`config.mk`:
```
export PLATFORM = sky130hd
export DESIGN_NAME = wca_merge
export DESIGN_NICKNAME = d
export VERILOG_FILES = /design/src/rtl/wca_pkg.sv /design/src/rtl/wca_merge.sv
export SDC_FILE = /design/constraint.sdc
export NUM_CORES = 1
export LEC_CHECK = 0
export BUFFER_PORTS_ARGS = -buffer_cell sky130_fd_sc_hd__buf_2
export CORE_MARGIN = 10
export CORE_UTILIZATION = 45
export DETAILED_ROUTE_END_ITERATION = 12
export PLACE_DENSITY = 0.67
export SLEW_MARGIN = 40
export SYNTH_ARGS = -nofsm -noshare
export SYNTH_HDL_FRONTEND = slang
export SYNTH_SLANG_ARGS = --single-unit
```
`constraint.sdc`:
```
create_clock -name aclk -period 8.5 [get_ports aclk]
set_clock_uncertainty 0.15 [all_clocks]
set_input_delay 0.85 -clock aclk [delete_from_list [all_inputs] [get_ports aclk]]
set_output_delay 0.85 -clock aclk [all_outputs]
set_load 0.005 [all_outputs]
```
`src/rtl/wca_pkg.sv`:
```
// shared types, widths and register codes of the weighted channel argmax
`default_nettype none
package wca_pkg;

    // fixed field widths
    localparam int NUM_CH     = 4;
    localparam int ACT_W      = 16;
    localparam int GAIN_W     = 16;
    localparam int SKIP_W     = NUM_CH;
    localparam int PROD_W     = ACT_W + GAIN_W + 1;
    localparam int SCORE_W    = 34;
    localparam int IDX_W      = 10;
    localparam int INDEX_SPAN = 1 << IDX_W;

    // stream and config port widths
    localparam int S_TDATA_W  = NUM_CH * ACT_W;
    localparam int M_TDATA_W  = ((IDX_W + SCORE_W + 7) / 8) * 8;
    localparam int M_PAD_W    = M_TDATA_W - IDX_W - SCORE_W;
    localparam int CFG_IDX_W  = 3;
    localparam int CFG_DATA_W = 16;

    // parameter defaults
    localparam int DEF_LANES          = 4;
    localparam int DEF_MAX_CATEGORIES = 1024;

    // register reset values
    localparam logic [GAIN_W-1:0] GAIN_RESET = GAIN_W'(16384);

    // configuration register indexes
    typedef enum logic [CFG_IDX_W-1:0] {
        REG_GAIN_CH0     = 3'd0,
        REG_GAIN_CH1     = 3'd1,
        REG_GAIN_CH2     = 3'd2,
        REG_GAIN_CH3     = 3'd3,
        REG_CHANNEL_SKIP = 3'd4
    } wca_reg_t;

endpackage
`default_nettype wire

```
`src/rtl/wca_merge.sv`:
```
// merge stage: lane sum, running best compare, search state and result register
`default_nettype none
module wca_merge #(
    parameter int ACT_LANES      = wca_pkg::NUM_CH,
    parameter int MAX_CATEGORIES = wca_pkg::DEF_MAX_CATEGORIES
) (
    input  wire logic                               aclk,
    input  wire logic                               aresetn,
    // request entering the lanes
    input  wire logic                               in_valid,
    input  wire logic                               in_last,
    output logic                                    in_ready,
    // lane products of the request held in the lanes
    input  wire logic signed [wca_pkg::PROD_W-1:0]  prod [ACT_LANES],
    // result
    output logic                                    out_valid,
    input  wire logic                               out_ready,
    output logic [wca_pkg::IDX_W-1:0]               out_index,
    output logic signed [wca_pkg::SCORE_W-1:0]      out_score,
    output logic                                    out_overflow
);
    import wca_pkg::*;

    localparam int CAT_LIMIT = (MAX_CATEGORIES > INDEX_SPAN) ? INDEX_SPAN : MAX_CATEGORIES;
    localparam int CNT_W     = $clog2(CAT_LIMIT + 1);
    localparam logic [CNT_W-1:0] CNT_LIMIT = CNT_W'(CAT_LIMIT);

    // stage valid flags
    logic v1_reg, last1_reg;
    logic v2_reg, last2_reg;
    logic signed [SCORE_W-1:0] sum_reg;
    logic signed [SCORE_W-1:0] sum_next;

    // search state
    logic [CNT_W-1:0]          cnt_reg;
    logic [IDX_W-1:0]          lead_idx_reg;
    logic signed [SCORE_W-1:0] lead_score_reg;
    logic                      have_reg;
    logic                      ovf_reg;

    // result register
    logic                      out_valid_reg;
    logic [IDX_W-1:0]          out_index_reg;
    logic signed [SCORE_W-1:0] out_score_reg;
    logic                      out_overflow_reg;

    logic out_free, go3, ld2, ld1;
    logic in_range, take;
    logic [CNT_W-1:0]          cnt_next;
    logic [IDX_W-1:0]          lead_idx_next;
    logic signed [SCORE_W-1:0] lead_score_next;
    logic                      have_next;
    logic                      ovf_next;

    // flow control: only a last request needs room in the result register
    assign out_free = !out_valid_reg || out_ready;
    assign go3      = v2_reg && (!last2_reg || out_free);
    assign ld2      = !v2_reg || go3;
    assign ld1      = !v1_reg || ld2;
    assign in_ready = ld1;

    // exact sum of the lane products
    always_comb begin
        sum_next = '0;
        for (int l = 0; l < ACT_LANES; l++) begin
            sum_next = sum_next + SCORE_W'(prod[l]);
        end
    end

    // compare against the running best, first category always taken
    always_comb begin
        in_range        = cnt_reg < CNT_LIMIT;
        take            = in_range && (!have_reg || (sum_reg > lead_score_reg));
        lead_score_next = take ? sum_reg : lead_score_reg;
        lead_idx_next   = take ? IDX_W'(cnt_reg) : lead_idx_reg;
        have_next       = have_reg || take;
        ovf_next        = ovf_reg || !in_range;
        cnt_next        = in_range ? cnt_reg + CNT_W'(1) : cnt_reg;
    end

    // pipeline control
    always_ff @(posedge aclk) begin
        if (!aresetn) begin
            v1_reg    <= 1'b0;
            last1_reg <= 1'b0;
            v2_reg    <= 1'b0;
            last2_reg <= 1'b0;
        end else begin
            if (ld1) begin
                v1_reg    <= in_valid;
                last1_reg <= in_last;
            end
            if (ld2) begin
                v2_reg    <= v1_reg;
                last2_reg <= last1_reg;
            end
        end
    end

    // summed score
    always_ff @(posedge aclk) begin
        if (ld2 && v1_reg) begin
            sum_reg <= sum_next;
        end
    end

    // search state, cleared after the last category
    always_ff @(posedge aclk) begin
        if (!aresetn) begin
            cnt_reg        <= '0;
            lead_idx_reg   <= '0;
            lead_score_reg <= '0;
            have_reg       <= 1'b0;
            ovf_reg        <= 1'b0;
        end else if (go3) begin
            if (last2_reg) begin
                cnt_reg        <= '0;
                lead_idx_reg   <= '0;
                lead_score_reg <= '0;
                have_reg       <= 1'b0;
                ovf_reg        <= 1'b0;
            end else begin
                cnt_reg        <= cnt_next;
                lead_idx_reg   <= lead_idx_next;
                lead_score_reg <= lead_score_next;
                have_reg       <= have_next;
                ovf_reg        <= ovf_next;
            end
        end
    end

    // result register
    always_ff @(posedge aclk) begin
        if (!aresetn) begin
            out_valid_reg <= 1'b0;
        end else if (go3 && last2_reg) begin
            out_valid_reg <= 1'b1;
        end else if (out_ready) begin
            out_valid_reg <= 1'b0;
        end
    end

    always_ff @(posedge aclk) begin
        if (go3 && last2_reg) begin
            out_index_reg    <= lead_idx_next;
            out_score_reg    <= lead_score_next;
            out_overflow_reg <= ovf_next;
        end
    end

    assign out_valid    = out_valid_reg;
    assign out_index    = out_index_reg;
    assign out_score    = out_score_reg;
    assign out_overflow = out_overflow_reg;
endmodule
`default_nettype wire

```
==> results.json <==
{
  "power.total_mw": 2.49,
  "antenna_cells": 0,
  "dp.cells": 1351,
  "vias_per_cell": 4.76,
  "port_buffers": 183,
  "clock_latency_ns": 0.42,
  "cp.required_ns": 8.51,
  "worstHoldStart": "lead_idx_reg[9]",
  "max_slew_margin": 0.502,
  "p_leak_nw": 5.26,
  "fin_crit_ns": 4.52,
  "max_freq_ghz": 0.221,
  "placedInstanceArea_mm2": 0.0107,
  "syn-instance-count": 907,
  "rows": 53,
  "synth_nets": 1178,
  "avgRoutedWirePerCell_um": 13.8,
  "drc": 0,
  "yosysWarnings": 0,
  "initial_core_util": 0.456,
  "first_global_vias": 6730,
  "ys_seq_area_frac": 0.379,
  "cts_tree": "built",
  "die_h_um": 165,
  "synth_top_cell_by_area": "edfxtp_1",
  "core_area_mm2": 0.0209,
  "r2r_start": "sum_reg[17]",
  "crit_start": "prod[1]",
  "drt_iter0_drc": 318,
  "synthTopCellsByArea": "edfxtp_1 25%, fa_1 14%, dfxtp_1 13%, ha_1 8.9%, inv_1 8.4%",
  "worstHoldPathCells": 1,
  "die_x_um": 165,
  "vdd_drop_max_mv": 0.142,
  "clock_sinks": 141,
  "worstSetupPathType": "in2reg",
  "synth-main-ff-cell": "edfxtp_1",
  "stdcell_area_mm2": 0.0113,
  "worstSetupStartpointType": "input pin",
  "worst_setup_path_end_kind": "register",
  "arrival_ns": 4.53,
  "finalCritPeriodShare": 0.532,
  "finalNonFillerCells": 1383,
  "rsz0062_at_grt": "false",
  "post-route-util": 0.541,
  "area_growth_pct": 18.8,
  "power.density_mw_per_mm2": 220,
  "synth_edf_count": 79,
  "grtUsageTotal": 0.142,
  "hold_viol": 0,
  "synth_seq_cells": 141,
  "netlist_area_mm2": 0.00952,
  "grt_max_degree": 47,
  "hpwl_mm": 15.2,
  "die-area_mm2": 0.0274,
  "finalSetupViolCount": 0,
  "yosysMostFrequentCell": "inv_1",
  "ctsResizeCount": 0,
  "gp_congestion": 0.804,
  "cts_max_level": 4,
  "clockRootBuffer": "clkbuf_16",
  "status": "completed",
  "drive_above_1_share": 0.213,
  "cts_buffers": 17,
  "synth_commonest_cells": "214 x inv_1, 79 x edfxtp_1, 68 x ha_1, 66 x fa_1, 62 x dfxtp_1",
  "postCtsHoldBufs": 0,
  "async_reset_ff_frac": 0,
  "worst_slew_pin_slew_ns": 0.745,
  "clk_pin_slew_ns": 0.05,
  "maxCapViolations": 0,
  "yosysTopAreaCellShare": 0.249,
  "ant_nets": 0,
  "synth.distinct_cells": 63,
  "maxSlewViolCount": 0,
  "grt_overflow": 0,
  "holdCritPathClass": "reg2reg",
  "clockBufferDepth": 2,
  "drt_wl_total_mm": 19.1,
  "reg2reg_depth": 10,
  "vias": 6582,
  "pin_count": 184,
  "grt_pass1_wl_mm": 31.6,
  "dr.pass1.iters": 5,
  "worstPathMaxFanout": 4,
  "post_cts_buffers": 0,
  "avgSynthCellArea_um2": 10.5,
  "setup_tns_ns": 0,
  "antenna_found_initial": 0,
  "layout.nets": 1366
}
==> logic make-up after synthesis <==
kind of cell               Yosys count  share of synthesized area
buffers and inverters              234                     0.0976
AOI/OAI and AO/OA                  174                      0.133
and+or+nand+nor                    146                     0.0784
DFF                                141                      0.379
adders and majority gates          134                      0.228
muxes                               44                     0.0520
xor gates and xnor gates            34                     0.0313
==> layout make-up <==
type | count | area [um2]
Timing Repair Buffer | 188 | 961
Clock buffer | 25 | 505
Clock inverter | 7 | 83.8
Sequential cell | 141 | 3610
Tap cell | 275 | 344
Fill cell | 1879 | 9580
Inverter | 215 | 810
Multi-Input combinational cell | 532 | 4990
==> path summary, 6_finish.rpt <==
kind | slack (ns) | endpoint
worst min-delay path | 0.32 | lead_idx_reg[9]
worst min register to register | 0.32 | lead_idx_reg[9]
worst max-delay path | 3.98 | sum_reg[31]
worst max register to register | 4.82 | out_score[24]
==> worst max-delay path: stages <==
cell and delay (ns):
buf_2 0.08, inv_1 0.04, fa_1 0.52, inv_1 0.05
fa_1 0.45, ha_1 0.25, fa_1 0.41, a21oi_1 0.32
o211ai_1 0.21, a211oi_1 0.25, buf_4 0.18, nand4_1 0.14
a31oi_1 0.22, o21bai_1 0.14, a41o_1 0.28, xor2_1 0.13
==> layer usage <==
| metal | GRT usage | vias to the layer above | part of all wire |
|---|---|---|---|
| li1 | - | 3426 | - |
| met2 | 0.227 | 147 | 0.46 |
| met4 | 0.0447 | 0 | 0.012 |
| met5 | 0 | - | 0 |
| met3 | 0.0359 | 15 | 0.051 |
| met1 | 0.187 | 2994 | 0.48 |
==> placed cells by master (no fill, tap or decap), types with 4 or more instances in the layout <==
| cell | instances |
|---|---|
| clkbuf_8 | 5 |
| a21oi_1 | 47 |
| nand2b_1 | 5 |
| nor2b_1 | 7 |
| mux2_1 | 39 |
| edfxtp_1 | 79 |
| nand4_1 | 8 |
| clkbuf_16 | 17 |
| a21o_1 | 21 |
| o21ai_0 | 18 |
| o21a_1 | 4 |
| mux2_2 | 5 |
| a211oi_1 | 8 |
| clkinv_2 | 4 |
| dfxtp_1 | 62 |
| or3_1 | 6 |
| o21bai_1 | 5 |
| fa_1 | 66 |
| a22o_1 | 44 |
| buf_2 | 183 |
| nor3_1 | 9 |
| nor2_1 | 41 |
| ha_1 | 68 |
| buf_4 | 4 |
| inv_1 | 213 |
| nand2_1 | 25 |
| xnor2_1 | 22 |
| xor2_1 | 12 |
| nand3_1 | 22 |
==> power breakdown <==
group	switching (mW)	internal [mW]	total (mW)
Combinational	0.474	0.412	0.886
Sequential	0.0466	0.832	0.878
Clock	0.260	0.468	0.727
Total	0.780	1.71	2.49
==> stage by stage <==
step,hold slack [ns],worst slack [ns]
6_report,0.316,3.98
2_1_floorplan,0.279,3.98
3_5_place_dp,0.303,3.61
3_3_place_gp,0.292,3.66
4_1_cts,0.320,4.04
5_1_grt,0.329,3.80
Note: power is estimated with default switching activity, not from simulation.
