--- src/rtl/wca_pkg.sv ---
// shared types, widths and register codes of the weighted channel argmax
`default_nettype none
package wca_pkg;

    // fixed field widths
    localparam int NUM_CH     = 4;
    localparam int ACT_W      = 16;
    localparam int GAIN_W     = 16;
    localparam int SKIP_W     = NUM_CH;
    localparam int PROD_W     = ACT_W + GAIN_W + 1;
    localparam int SCORE_W    = 34;
    localparam int IDX_W      = 10;
    localparam int INDEX_SPAN = 1 << IDX_W;

    // stream and config port widths
    localparam int S_TDATA_W  = NUM_CH * ACT_W;
    localparam int M_TDATA_W  = ((IDX_W + SCORE_W + 7) / 8) * 8;
    localparam int M_PAD_W    = M_TDATA_W - IDX_W - SCORE_W;
    localparam int CFG_IDX_W  = 3;
    localparam int CFG_DATA_W = 16;

    // parameter defaults
    localparam int DEF_LANES          = 4;
    localparam int DEF_MAX_CATEGORIES = 1024;

    // register reset values
    localparam logic [GAIN_W-1:0] GAIN_RESET = GAIN_W'(16384);

    // configuration register indexes
    typedef enum logic [CFG_IDX_W-1:0] {
        REG_GAIN_CH0     = 3'd0,
        REG_GAIN_CH1     = 3'd1,
        REG_GAIN_CH2     = 3'd2,
        REG_GAIN_CH3     = 3'd3,
        REG_CHANNEL_SKIP = 3'd4
    } wca_reg_t;

endpackage
`default_nettype wire

--- src/rtl/wca_lane.sv ---
// one lane: weighted product of a channel activation, registered
`default_nettype none
module wca_lane (
    input  wire logic                           aclk,
    input  wire logic                           load,
    input  wire logic [wca_pkg::ACT_W-1:0]      act,
    input  wire logic [wca_pkg::GAIN_W-1:0]     gain,
    input  wire logic                           skip,
    output logic signed [wca_pkg::PROD_W-1:0]   prod
);
    import wca_pkg::*;

    logic signed [PROD_W-1:0] prod_reg;
    logic signed [PROD_W-1:0] prod_next;

    // signed activation times unsigned gain, zero when the channel is skipped
    always_comb begin
        if (skip) begin
            prod_next = '0;
        end else begin
            prod_next = $signed(act) * $signed({1'b0, gain});
        end
    end

    always_ff @(posedge aclk) begin
        if (load) begin
            prod_reg <= prod_next;
        end
    end

    assign prod = prod_reg;
endmodule
`default_nettype wire

--- config.mk ---
export PLATFORM = sky130hd
export DESIGN_NAME = wca_lane
export DESIGN_NICKNAME = d
export VERILOG_FILES = /design/src/rtl/wca_pkg.sv /design/src/rtl/wca_lane.sv
export SDC_FILE = /design/constraint.sdc
export NUM_CORES = 1
export LEC_CHECK = 0
export BUFFER_PORTS_ARGS = -buffer_cell sky130_fd_sc_hd__clkbuf_2
export CAP_MARGIN = 20
export CORE_MARGIN = 2
export CORE_UTILIZATION = 50
export DETAILED_ROUTE_END_ITERATION = 8
export PLACE_DENSITY = 0.68
export SETUP_SLACK_MARGIN = 0.15
export SYNTH_ARGS = -nofsm -noshare
export SYNTH_HDL_FRONTEND = slang
export SYNTH_SLANG_ARGS = --single-unit
--- constraint.sdc ---
create_clock -name aclk -period 7.9 [get_ports aclk]
set_input_delay 1.185 -clock aclk [delete_from_list [all_inputs] [get_ports aclk]]
set_output_delay 1.185 -clock aclk [all_outputs]
set_load 0.05 [all_outputs]
==> results of run 1 <==
layout make-up:
cell class	instances	area, um^2	area share
multi-input cells	820	8194	0.7462
flip-flops and latches	33	991.0	0.09024
inverters	256	960.9	0.08750
well taps	270	337.8	0.03076
repair buffers	67	335.3	0.03053
clock buffers	6	128.9	0.01174
clock inverters	2	33.78	0.003076
metrics by stage:
| stage | cell area, um^2 | utilization | hold WS, ns | setup slack, ns |
|---|---|---|---|---|
| finish | 10980 | 0.5427 | 1.466 | 1.036 |
| global route | 10980 | 0.5427 | 1.514 | 0.8239 |
| CTS | 10980 | 0.5427 | 1.467 | 1.094 |
| detailed placement | 10820 | 0.5347 | 1.748 | 0.7963 |
| global placement | 10820 | 0.5347 | 1.746 | 0.8413 |
| floorplan | 10320 | - | 1.298 | 1.190 |
layer usage:
| layer | GRT usage | part of all wire | up-vias |
|---|---|---|---|
| li1 | - | - | 3593 |
| met1 | 0.2904 | 0.42 | 3966 |
| met2 | 0.3900 | 0.52 | 196 |
| met3 | 0.02284 | 0.044 | 30 |
| met4 | 0.04135 | 0.017 | 0 |
| met5 | 0 | 0 | - |
kinds of logic (layout without fill, tap and decap cells):
| family | after synthesis | count (layout) | share of synthesized area |
|---|---|---|---|
| AO/OA/AOI/OAI | 107 | 107 | 0.06949 |
| XOR/XNOR | 14 | 14 | 0.01188 |
| adder cells (fa/ha/maj) | 316 | 316 | 0.5244 |
| buffers and inverters | 300 | 331 | 0.1097 |
| flip-flops | 33 | 33 | 0.09605 |
| multiplexers | 6 | 6 | 0.006548 |
| AND/OR/NAND/NOR | 377 | 377 | 0.1819 |
critical path, cell delays in order:
cell and delay [ns]:
clkbuf_2 0.26, and2_1 0.27, fa_1 0.54, inv_1 0.05, fa_1 0.46, fa_1 0.51, inv_1 0.05, fa_1 0.51
fa_1 0.50, inv_1 0.05, fa_1 0.47, inv_1 0.04, ha_1 0.41, a21oi_1 0.13, o21ai_0 0.49, a21oi_1 0.24
o21ai_0 0.26, o221ai_1 0.16, mux2_2 0.30
placed cells by master, fill, tap and decap left out, types with 2 or more instances in the layout:
| master | instances |
|---|---|
| a21oi_2 | 2 |
| clkinv_1 | 2 |
| o211ai_1 | 4 |
| and3_1 | 4 |
| clkbuf_16 | 5 |
| nor2_1 | 40 |
| a21o_1 | 3 |
| a21oi_1 | 36 |
| nor3b_1 | 4 |
| nor4_1 | 2 |
| a211oi_1 | 6 |
| and2_1 | 117 |
| nor2b_1 | 13 |
| nand2_1 | 151 |
| o21a_1 | 5 |
| fa_1 | 194 |
| xnor2_1 | 10 |
| ha_1 | 122 |
| nand3_1 | 6 |
| a31oi_1 | 3 |
| nand2b_1 | 14 |
| edfxtp_1 | 33 |
| a2111oi_0 | 2 |
| nand4_1 | 6 |
| a211o_1 | 3 |
| clkbuf_2 | 67 |
| mux2_2 | 6 |
| o21bai_1 | 3 |
| o21ai_0 | 23 |
| xor2_1 | 4 |
| nor3_1 | 14 |
| inv_1 | 255 |
how the worst max path moves through the flow:
stage,endpoint,slack [ns],cells after the start
4_1_cts,prod[26]$_SDFFCE_PP0P_,1.09,18
2_1_floorplan,prod[29]$_SDFFCE_PP0P_,1.19,20
6_report,prod[30]$_SDFFCE_PP0P_,1.04,19
3_5_place_dp,prod[30]$_SDFFCE_PP0P_,0.80,18
3_3_place_gp,prod[30]$_SDFFCE_PP0P_,0.84,18
5_1_grt,prod[29]$_SDFFCE_PP0P_,0.82,18
==> summary.md, run 1 <==
| Metric | Value |
|---|---|
| Final period demand of the worst path | `between 6 and 7 ns` |
| Post-synthesis register bit count | `33` |
| Area of the core | `just over 20000 um^2` |
| Outcome | `finished clean` |
| Top cells by area in the synthesized netlist | `fa_1 38%, ha_1 15%, edfxtp_1 9.6%` |
| Number of nets still failing antenna checks after routing | `0` |
| Core Rows | `52` |
| Total detailed-routing wirelength | `between 20000 and 25000 um` |
| Final count of negative-setup-slack endpoints | `0` |
| Highest clock frequency the design can meet | `between 0.1 and 0.15 GHz` |
| Unrepaired setup endpoints after global routing | `no` |
| Number of input and output port buffers inserted | `67` |
| Global-route wire length before repair | `approximately 38000 um` |
| Layout-stage area growth over the synthesis result | `6.440%` |
| Die Y | `about 150 um` |
| Per-cell via count in the routed design | `around 5.4` |
| Cell taking the most area after synthesis | `fa_1` |
| Antenna cells | `0` |
| Cells on Worst Hold Path | `3` |
| Top-level I/O count | `approximately 70` |
| Non-filler cells in the finished layout | `between 1k and 1.5k` |
| Number of enable flip-flop cells after synthesis | `33` |
| Number of search-and-repair iterations in the first detailed-routing pass | `8` |
| Cells after synthesis | `about 1.2k` |
| Clock tree from TritonCTS | `yes` |
| Proportion of synthesized flip-flops having asynchronous set or reset | `0` |
| Worst path required time | `between 7 and 8 ns` |
| Number of nets at the end of the flow | `about 1.5k` |
| Initial cell density of the core | `0.5099` |
| Top post-synthesis cells by count | `255 x inv_1, 194 x fa_1, 151 x nand2_1` |
| Max-Cap Viols | `0` |
| Number of clock buffers inserted by TritonCTS | `5` |
| Path category of the worst min-delay check | `input port to flop` |
| Clock transition at the registers of the reported paths | `0.06 ns` |
| Drt first-iter violations | `around 470` |
| Maximum number of pins on one net before global-route repair | `44` |
| TritonCTS Sinks | `33` |
| Top fanout value on the critical path | `16` |
| Fin. max-slew vios | `0` |
| CP endpoint kind | `flop` |
| Synthesized area divided by synthesized cell count | `8.948 um^2` |
| Worst setup path category | `input port to flop` |
| Startpoint of the most critical hold path | `act[0]` |
| Number of nets in the synthesized netlist | `1504` |
| Share of the clock period used by the worst path after layout | `0.8689` |
| Via count | `7785` |
| Post-route DRC | `0` |
| Count of placed standard cells including taps | `1446` |
| Most common flop cell mapped by yosys | `edfxtp_1` |
| Hold-fix buffers at CTS | `0` |
| Most frequently used cell type in the post-synthesis netlist | `inv_1` |
| Initial antenna violation count | `0` |
| Summed negative setup slack over all endpoints | `0 ns` |
| CTS H-Tree Depth | `2` |
| Share of post-route cells with drive strength above 1 | `0.07601` |
| Longest Clk Path Bufs | `2` |
| Min-Delay Endpoint | `prod[0]$_SDFFCE_PP0P_` |
| Yosys top cell area share | `0.3764` |
| Transition time at the pin with the least slew margin | `0.8336 ns` |
| Post-synthesis cell area | `approximately 10000 um^2` |
| Buffer type at the clock tree root | `clkbuf_16` |
| RePlAce Congestion | `0.8929` |
| Arr. time, crit path | `6.90 ns` |
| Setup bufs post-CTS | `0` |
| Yosys synthesis warning count | `0` |
| Number of global-route vias before repair | `just under 8k` |
| Register area share after synthesis | `0.09605` |
| Die width | `147.7 um` |
| Startpoint of the most critical setup path | `gain[11]` |
| Critical path launch point type | `input port` |
| Worst max-slew margin expressed relative to the limit | `0.4442` |
| Final-report hold violation count | `0` |
| Global-route congestion overflow total | `0` |
| Area of the die | `21800 um^2` |
| Total global-route track usage | `0.2182` |
| Hpwl dp | `19030 um` |
| Number of unique standard cell types used by synthesis | `55` |
| Post-cts sizing count | `0` |
| Filler Cells Inserted | `1904` |
| Routed wire per std cell | `15.70 um` |
| Flip-flop count of the largest register after layout | `33` |
Power of run 1 is left out: the tool's default activity adds up to more than one toggle a clock period on the data nets, which glitch-free logic cannot reach.
==> run 2, diff against run 1 <==
==> constraint.sdc (replaced) <==
create_clock -name aclk -period 7.9 [get_ports aclk]
set_input_delay 1.975 -clock aclk [delete_from_list [all_inputs] [get_ports aclk]]
set_output_delay 1.975 -clock aclk [all_outputs]
set_load 0.05 [all_outputs]
==> run 2 against run 1 <==
First-iteration DRC count rose by 0.42%. Maximum frequency decreased by 7.9%. Clock-buffer cell count down 1. Critical endpoint is now prod[29]$_SDFFCE_PP0P_. Largest cell class unchanged.
==> summary.md, run 2 (synthesis results as in run 1) <==
| Metric | Value |
|---|---|
| Outcome | `finished clean` |
| Number of clock buffers inserted by TritonCTS | `5 (unchanged)` |
| Most frequent standard cell in the layout excluding fill and tap cells | `inv_1` |
| Clock transition at the registers of the reported paths | `0.05 ns (about the same)` |
| Routed met2 length | `11940 um (about the same)` |
| Initial cell density of the core | `0.5099 (unchanged)` |
| Count of placed standard cells including taps | `1476 (+2.1%)` |
| Global-route congestion overflow total | `0 (unchanged)` |
| Filler Cells Inserted | `1900 (-0.21%)` |
| Via count | `7837 (+0.67%)` |
| CTS H-Tree Depth | `2 (unchanged)` |
| Cells on Worst Hold Path | `3 (unchanged)` |
| Min-Delay Endpoint | `prod[0]$_SDFFCE_PP0P_` |
| Worst max-slew margin expressed relative to the limit | `0.4448 (+0.0005720)` |
| Share of post-route cells with drive strength above 1 | `0.09885 (+0.02283)` |
| RePlAce Congestion | `0.8924 (about the same)` |
| Fin. max-slew vios | `0 (unchanged)` |
| Top fanout value on the critical path | `9 (-7)` |
| Highest metal layer used by the detailed router | `met4` |
| Per-cell via count in the routed design | `5.281 (-1.4%)` |
| Buffer type at the clock tree root | `clkbuf_16` |
| Final count of negative-setup-slack endpoints | `0 (unchanged)` |
| Initial antenna violation count | `0 (unchanged)` |
| Sequential cell area | `991.0 um^2 (unchanged)` |
| Critical path launch point type | `input port` |
| Arr. time, crit path | `7.48 ns (+0.58 ns)` |
| Number of global-route vias before repair | `8103 (+3.0%)` |
| Post-route DRC | `0 (unchanged)` |
| Multi-input logic area | `8194 um^2 (unchanged)` |
| TritonCTS Sinks | `33 (unchanged)` |
| Global-route wire length before repair | `38910 um (+1.8%)` |
| Antenna cells | `0 (unchanged)` |
| Flip-flop count of the largest register after layout | `33 (unchanged)` |
| Post-cts sizing count | `0 (unchanged)` |
| Maximum number of pins on one net before global-route repair | `44 (unchanged)` |
| Die width | `147.7 um (unchanged)` |
| Number of search-and-repair iterations in the first detailed-routing pass | `5 (-3)` |
| Max-Cap Viols | `0 (unchanged)` |
| Total global-route track usage | `0.2222 (+0.004020)` |
| Die Y | `147.7 um (unchanged)` |
| Area of the core | `20230 um^2 (unchanged)` |
| Non-filler cells in the finished layout | `1484 (+2.1%)` |
| Area of the die | `21800 um^2 (unchanged)` |
| Worst setup path category | `input port to flop` |
| Wire length on met1 | `9646 um (+1.8%)` |
| Transition time at the pin with the least slew margin | `0.8328 ns (-0.0008589 ns)` |
| Highest clock frequency the design can meet | `0.1342 GHz (-7.9%)` |
| Worst path required time | `7.93 ns (about the same)` |
| Number of nets at the end of the flow | `1564 (+2.0%)` |
| Routed wl met3 | `1186 um (+18%)` |
| Path category of the worst min-delay check | `input port to flop` |
| Routed wire per std cell | `15.64 um (-0.37%)` |
| Unrepaired setup endpoints after global routing | `no` |
| Top-level I/O count | `68 (unchanged)` |
| Summed negative setup slack over all endpoints | `0 ns (unchanged)` |
| Number of input and output port buffers inserted | `67 (unchanged)` |
| Commonest cells after routing, fill and taps aside | `255 x inv_1, 194 x fa_1, 151 x nand2_1` |
| Final-report hold violation count | `0 (unchanged)` |
| Final period demand of the worst path | `7.452 ns (+0.5876 ns)` |
| Number of nets still failing antenna checks after routing | `0 (unchanged)` |
| Share of the clock period used by the worst path after layout | `0.9433 (+0.07438)` |
| CP endpoint kind | `flop` |
| Total detailed-routing wirelength | `23210 um (+1.7%)` |
| Clock tree from TritonCTS | `yes` |
| Hold-fix buffers at CTS | `0 (unchanged)` |
| Drt first-iter violations | `476 (+0.42%)` |
| Setup bufs post-CTS | `0 (unchanged)` |
| Core Rows | `52 (unchanged)` |
| Longest Clk Path Bufs | `2 (unchanged)` |
| Hpwl dp | `19870 um (+4.4%)` |
| Startpoint of the most critical hold path | `act[0]` |
| Layout-stage area growth over the synthesis result | `8.380%` |
[run 2: cell count changes in the layout (fill, tap and decap cells not counted)]
cell       before  now
buf_4           0   30
clkinv_1        2    3
bufinv_16       1    0
clkbuf_1        1    0
clkinv_2        0    1
[run 2: worst max-delay path by stage]
stage	start	to	slack (ns)	depth (start not counted)
6_report	gain[7]	prod[29]$_SDFFCE_PP0P_	0.45	19
4_1_cts	act[4]	prod[29]$_SDFFCE_PP0P_	0.44	19
5_1_grt	act[4]	prod[29]$_SDFFCE_PP0P_	0.16	19
3_5_place_dp	act[4]	prod[29]$_SDFFCE_PP0P_	0.17	19
2_1_floorplan	gain[7]	prod[29]$_SDFFCE_PP0P_	0.40	20
3_3_place_gp	act[8]	prod[29]$_SDFFCE_PP0P_	0.25	19
[run 2: worst max-delay path: stages]
cell and delay [ns]:
clkbuf_2 0.20, buf_4 0.21, nand2_1 0.08, fa_1 0.55, inv_1 0.06, fa_1 0.56, fa_1 0.48, fa_1 0.42
fa_1 0.52, inv_1 0.05, fa_1 0.47, inv_1 0.04, ha_1 0.36, a21oi_1 0.25, o211ai_1 0.15, a221oi_2 0.26
o41ai_2 0.15, a311oi_1 0.33, mux2_2 0.37
[run 2: final cells by class]
cell class,count,share of cell area
Multi-Input combinational cell,820,0.7328
Sequential cell,33,0.08862
Inverter,256,0.08593
Timing Repair Buffer,97,0.05013
Tap cell,270,0.03021
Clock buffer,5,0.01119
Clock inverter,3,0.001119
[run 2: per-stage QoR]
stage / setup WS [ns] / instance area, um^2 / hold slack [ns] / util
after floorplan: 0.3999 / 10320 / 2.088 / -
after global placement: 0.2541 / 11040 / 2.537 / 0.5458
after detailed placement: 0.1681 / 11040 / 2.540 / 0.5458
after CTS: 0.4443 / 11180 / 2.274 / 0.5526
after global routing: 0.1563 / 11180 / 2.300 / 0.5526
final: 0.4481 / 11180 / 2.264 / 0.5526
[run 2: per-layer routing]
metal  vias up  global-route usage
met2       203              0.4007
met5         -                   0
met1      3938              0.2892
met4         0             0.03702
met3        33             0.03210
li1       3663                   -
Power of run 2 is left out for the same reason.
==> run 3, diff against run 2 <==
==> constraint.sdc (replaced) <==
create_clock -name aclk -period 7.9 [get_ports aclk]
set_input_delay 0.395 -clock aclk [delete_from_list [all_inputs] [get_ports aclk]]
set_output_delay 0.395 -clock aclk [all_outputs]
set_load 0.05 [all_outputs]
==> run 3 against run 2 <==
First-iteration DRC count up 4.4%. Non-clock buffer count shrank 30. Via count down 0.41%. Die area unchanged. Setup slack improved by 1.3 ns. Final cell count decreased by 2.0%. Global-route usage is 0.40 points lower. Clock-buffer cell count grew 1. Core utilization is 0.99 points lower. Sequential cell count unchanged. Worst hold slack lost 1.6 ns. Sequential share of layout area grew 0.16 points.
==> summary.md, run 3 (synthesis results as in run 1) <==
| Metric | Value |
|---|---|
| Critical path launch point type | `input port` |
| Total detailed-routing wirelength | `22580 um (-2.7%)` |
| Clock transition at the registers of the reported paths | `0.05 ns (about the same)` |
| Global-route wire length before repair | `38610 um (-0.78%)` |
| Antenna cells | `0 (unchanged)` |
| Arr. time, crit path | `6.18 ns (-1.30 ns)` |
| Core Rows | `52 (unchanged)` |
| Share of the clock period used by the worst path after layout | `0.7788 (-0.1645)` |
| Setup bufs post-CTS | `0 (unchanged)` |
| Global-route congestion overflow total | `0 (unchanged)` |
| Buffer type at the clock tree root | `clkbuf_16` |
| Clock tree from TritonCTS | `yes` |
| Hpwl dp | `18900 um (-4.9%)` |
| Most frequent standard cell in the layout excluding fill and tap cells | `inv_1` |
| Fin. max-slew vios | `0 (unchanged)` |
| Top-level I/O count | `68 (unchanged)` |
| Top fanout value on the critical path | `10 (+1)` |
| Flip-flop count of the largest register after layout | `33 (unchanged)` |
| Final period demand of the worst path | `6.152 ns (-1.300 ns)` |
| Die Y | `147.7 um (unchanged)` |
| Number of search-and-repair iterations in the first detailed-routing pass | `7 (+2)` |
| Worst setup path category | `input port to flop` |
| Worst max-slew margin expressed relative to the limit | `0.4598 (+0.01500)` |
| Area of the core | `20230 um^2 (unchanged)` |
| Number of clock buffers inserted by TritonCTS | `5 (unchanged)` |
| Commonest cells after routing, fill and taps aside | `255 x inv_1, 194 x fa_1, 151 x nand2_1` |
| CTS H-Tree Depth | `2 (unchanged)` |
| Number of nets at the end of the flow | `1534 (-1.9%)` |
| Startpoint of the most critical hold path | `act[0]` |
| Via count | `7805 (-0.41%)` |
| Final-report hold violation count | `0 (unchanged)` |
| Share of post-route cells with drive strength above 1 | `0.07601 (-0.02283)` |
| Unrepaired setup endpoints after global routing | `no` |
| Layout-stage area growth over the synthesis result | `6.440%` |
| Area of the die | `21800 um^2 (unchanged)` |
| Initial antenna violation count | `0 (unchanged)` |
| Final Instance Area | `10980 um^2 (-1.8%)` |
| Drt first-iter violations | `497 (+4.4%)` |
| Post-route DRC | `0 (unchanged)` |
| Routed wire per std cell | `15.53 um (-0.71%)` |
| Longest Clk Path Bufs | `2 (unchanged)` |
| Number of input and output port buffers inserted | `67 (unchanged)` |
| Final count of negative-setup-slack endpoints | `0 (unchanged)` |
| Non-filler cells in the finished layout | `1454 (-2.0%)` |
| Min-Delay Endpoint | `prod[0]$_SDFFCE_PP0P_` |
| Worst path required time | `7.93 ns (about the same)` |
| Cells on Worst Hold Path | `3 (unchanged)` |
| Max-Cap Viols | `0 (unchanged)` |
| Maximum number of pins on one net before global-route repair | `44 (unchanged)` |
| Number of nets still failing antenna checks after routing | `0 (unchanged)` |
| Per-cell via count in the routed design | `5.368 (+1.6%)` |
| Post-cts sizing count | `0 (unchanged)` |
| Path category of the worst min-delay check | `input port to flop` |
| Summed negative setup slack over all endpoints | `0 ns (unchanged)` |
| Transition time at the pin with the least slew margin | `0.8103 ns (-0.02250 ns)` |
| Number of global-route vias before repair | `8023 (-0.99%)` |
| Outcome | `finished clean` |
| CP endpoint kind | `flop` |
| Standard cell area after detailed placement | `10820 um^2 (-2.0%)` |
| TritonCTS Sinks | `33 (unchanged)` |
| Total global-route track usage | `0.2181 (-0.004026)` |
| Initial cell density of the core | `0.5099 (unchanged)` |
| Count of placed standard cells including taps | `1446 (-2.0%)` |
| Highest clock frequency the design can meet | `0.1625 GHz (+21%)` |
| Hold-fix buffers at CTS | `0 (unchanged)` |
| Die width | `147.7 um (unchanged)` |
| RePlAce Congestion | `0.8928 (about the same)` |
==> run 3: changes by cell type in the layout (fill, tap and decap cells not counted) <==
cell / delta
clkbuf_1: +1
clkinv_2: -1
clkinv_1: -1
bufinv_16: +1
buf_4: -30
==> run 3: cell type report <==
cell class	instances	area, um^2
fill	1937	9253
multi-input combinational	820	8194
sequential	33	991.0
inverter	256	960.9
tap	270	337.8
timing repair buffer	67	335.3
clock buffer	6	128.9
clock inverter	2	33.78
==> run 3: worst max-delay path by stage <==
stage | end | cells after the start | start
2_1_floorplan | prod[29]$_SDFFCE_PP0P_ | 20 | gain[7]
3_3_place_gp | prod[30]$_SDFFCE_PP0P_ | 18 | act[15]
3_5_place_dp | prod[30]$_SDFFCE_PP0P_ | 18 | act[15]
4_1_cts | prod[30]$_SDFFCE_PP0P_ | 18 | act[15]
5_1_grt | prod[29]$_SDFFCE_PP0P_ | 18 | act[15]
6_report | prod[30]$_SDFFCE_PP0P_ | 18 | act[15]
==> run 3: critical path, cell delays in order <==
cell and delay, ns:
clkbuf_2 0.25, clkinv_1 0.38, nor2_1 0.25, fa_1 0.46
fa_1 0.46, fa_1 0.54, fa_1 0.44, fa_1 0.49
inv_1 0.05, fa_1 0.47, inv_1 0.04, ha_1 0.42
nand2_1 0.08, o21ai_0 0.52, a21oi_1 0.23, o21ai_0 0.23
o221ai_1 0.15, mux2_2 0.30
==> run 3: per-layer routing <==
metal / vias up / global-route usage / routed length [um]
met3: 38 / 0.02160 / 826
met1: 3987 / 0.2942 / 9551
li1: 3600 / - / -
met2: 180 / 0.3860 / 11780
met5: - / 0 / 0
met4: 0 / 0.04231 / 422
==> run 3: per-stage QoR <==
stage,utilization,setup slack (ns),hold slack (ns)
2_1_floorplan,-,1.980,0.5075
3_3_place_gp,0.5347,1.630,0.9563
3_5_place_dp,0.5347,1.537,0.9596
4_1_cts,0.5427,1.826,0.6849
5_1_grt,0.5427,1.594,0.7401
6_report,0.5427,1.748,0.6907
Power of run 3 is left out for the same reason.
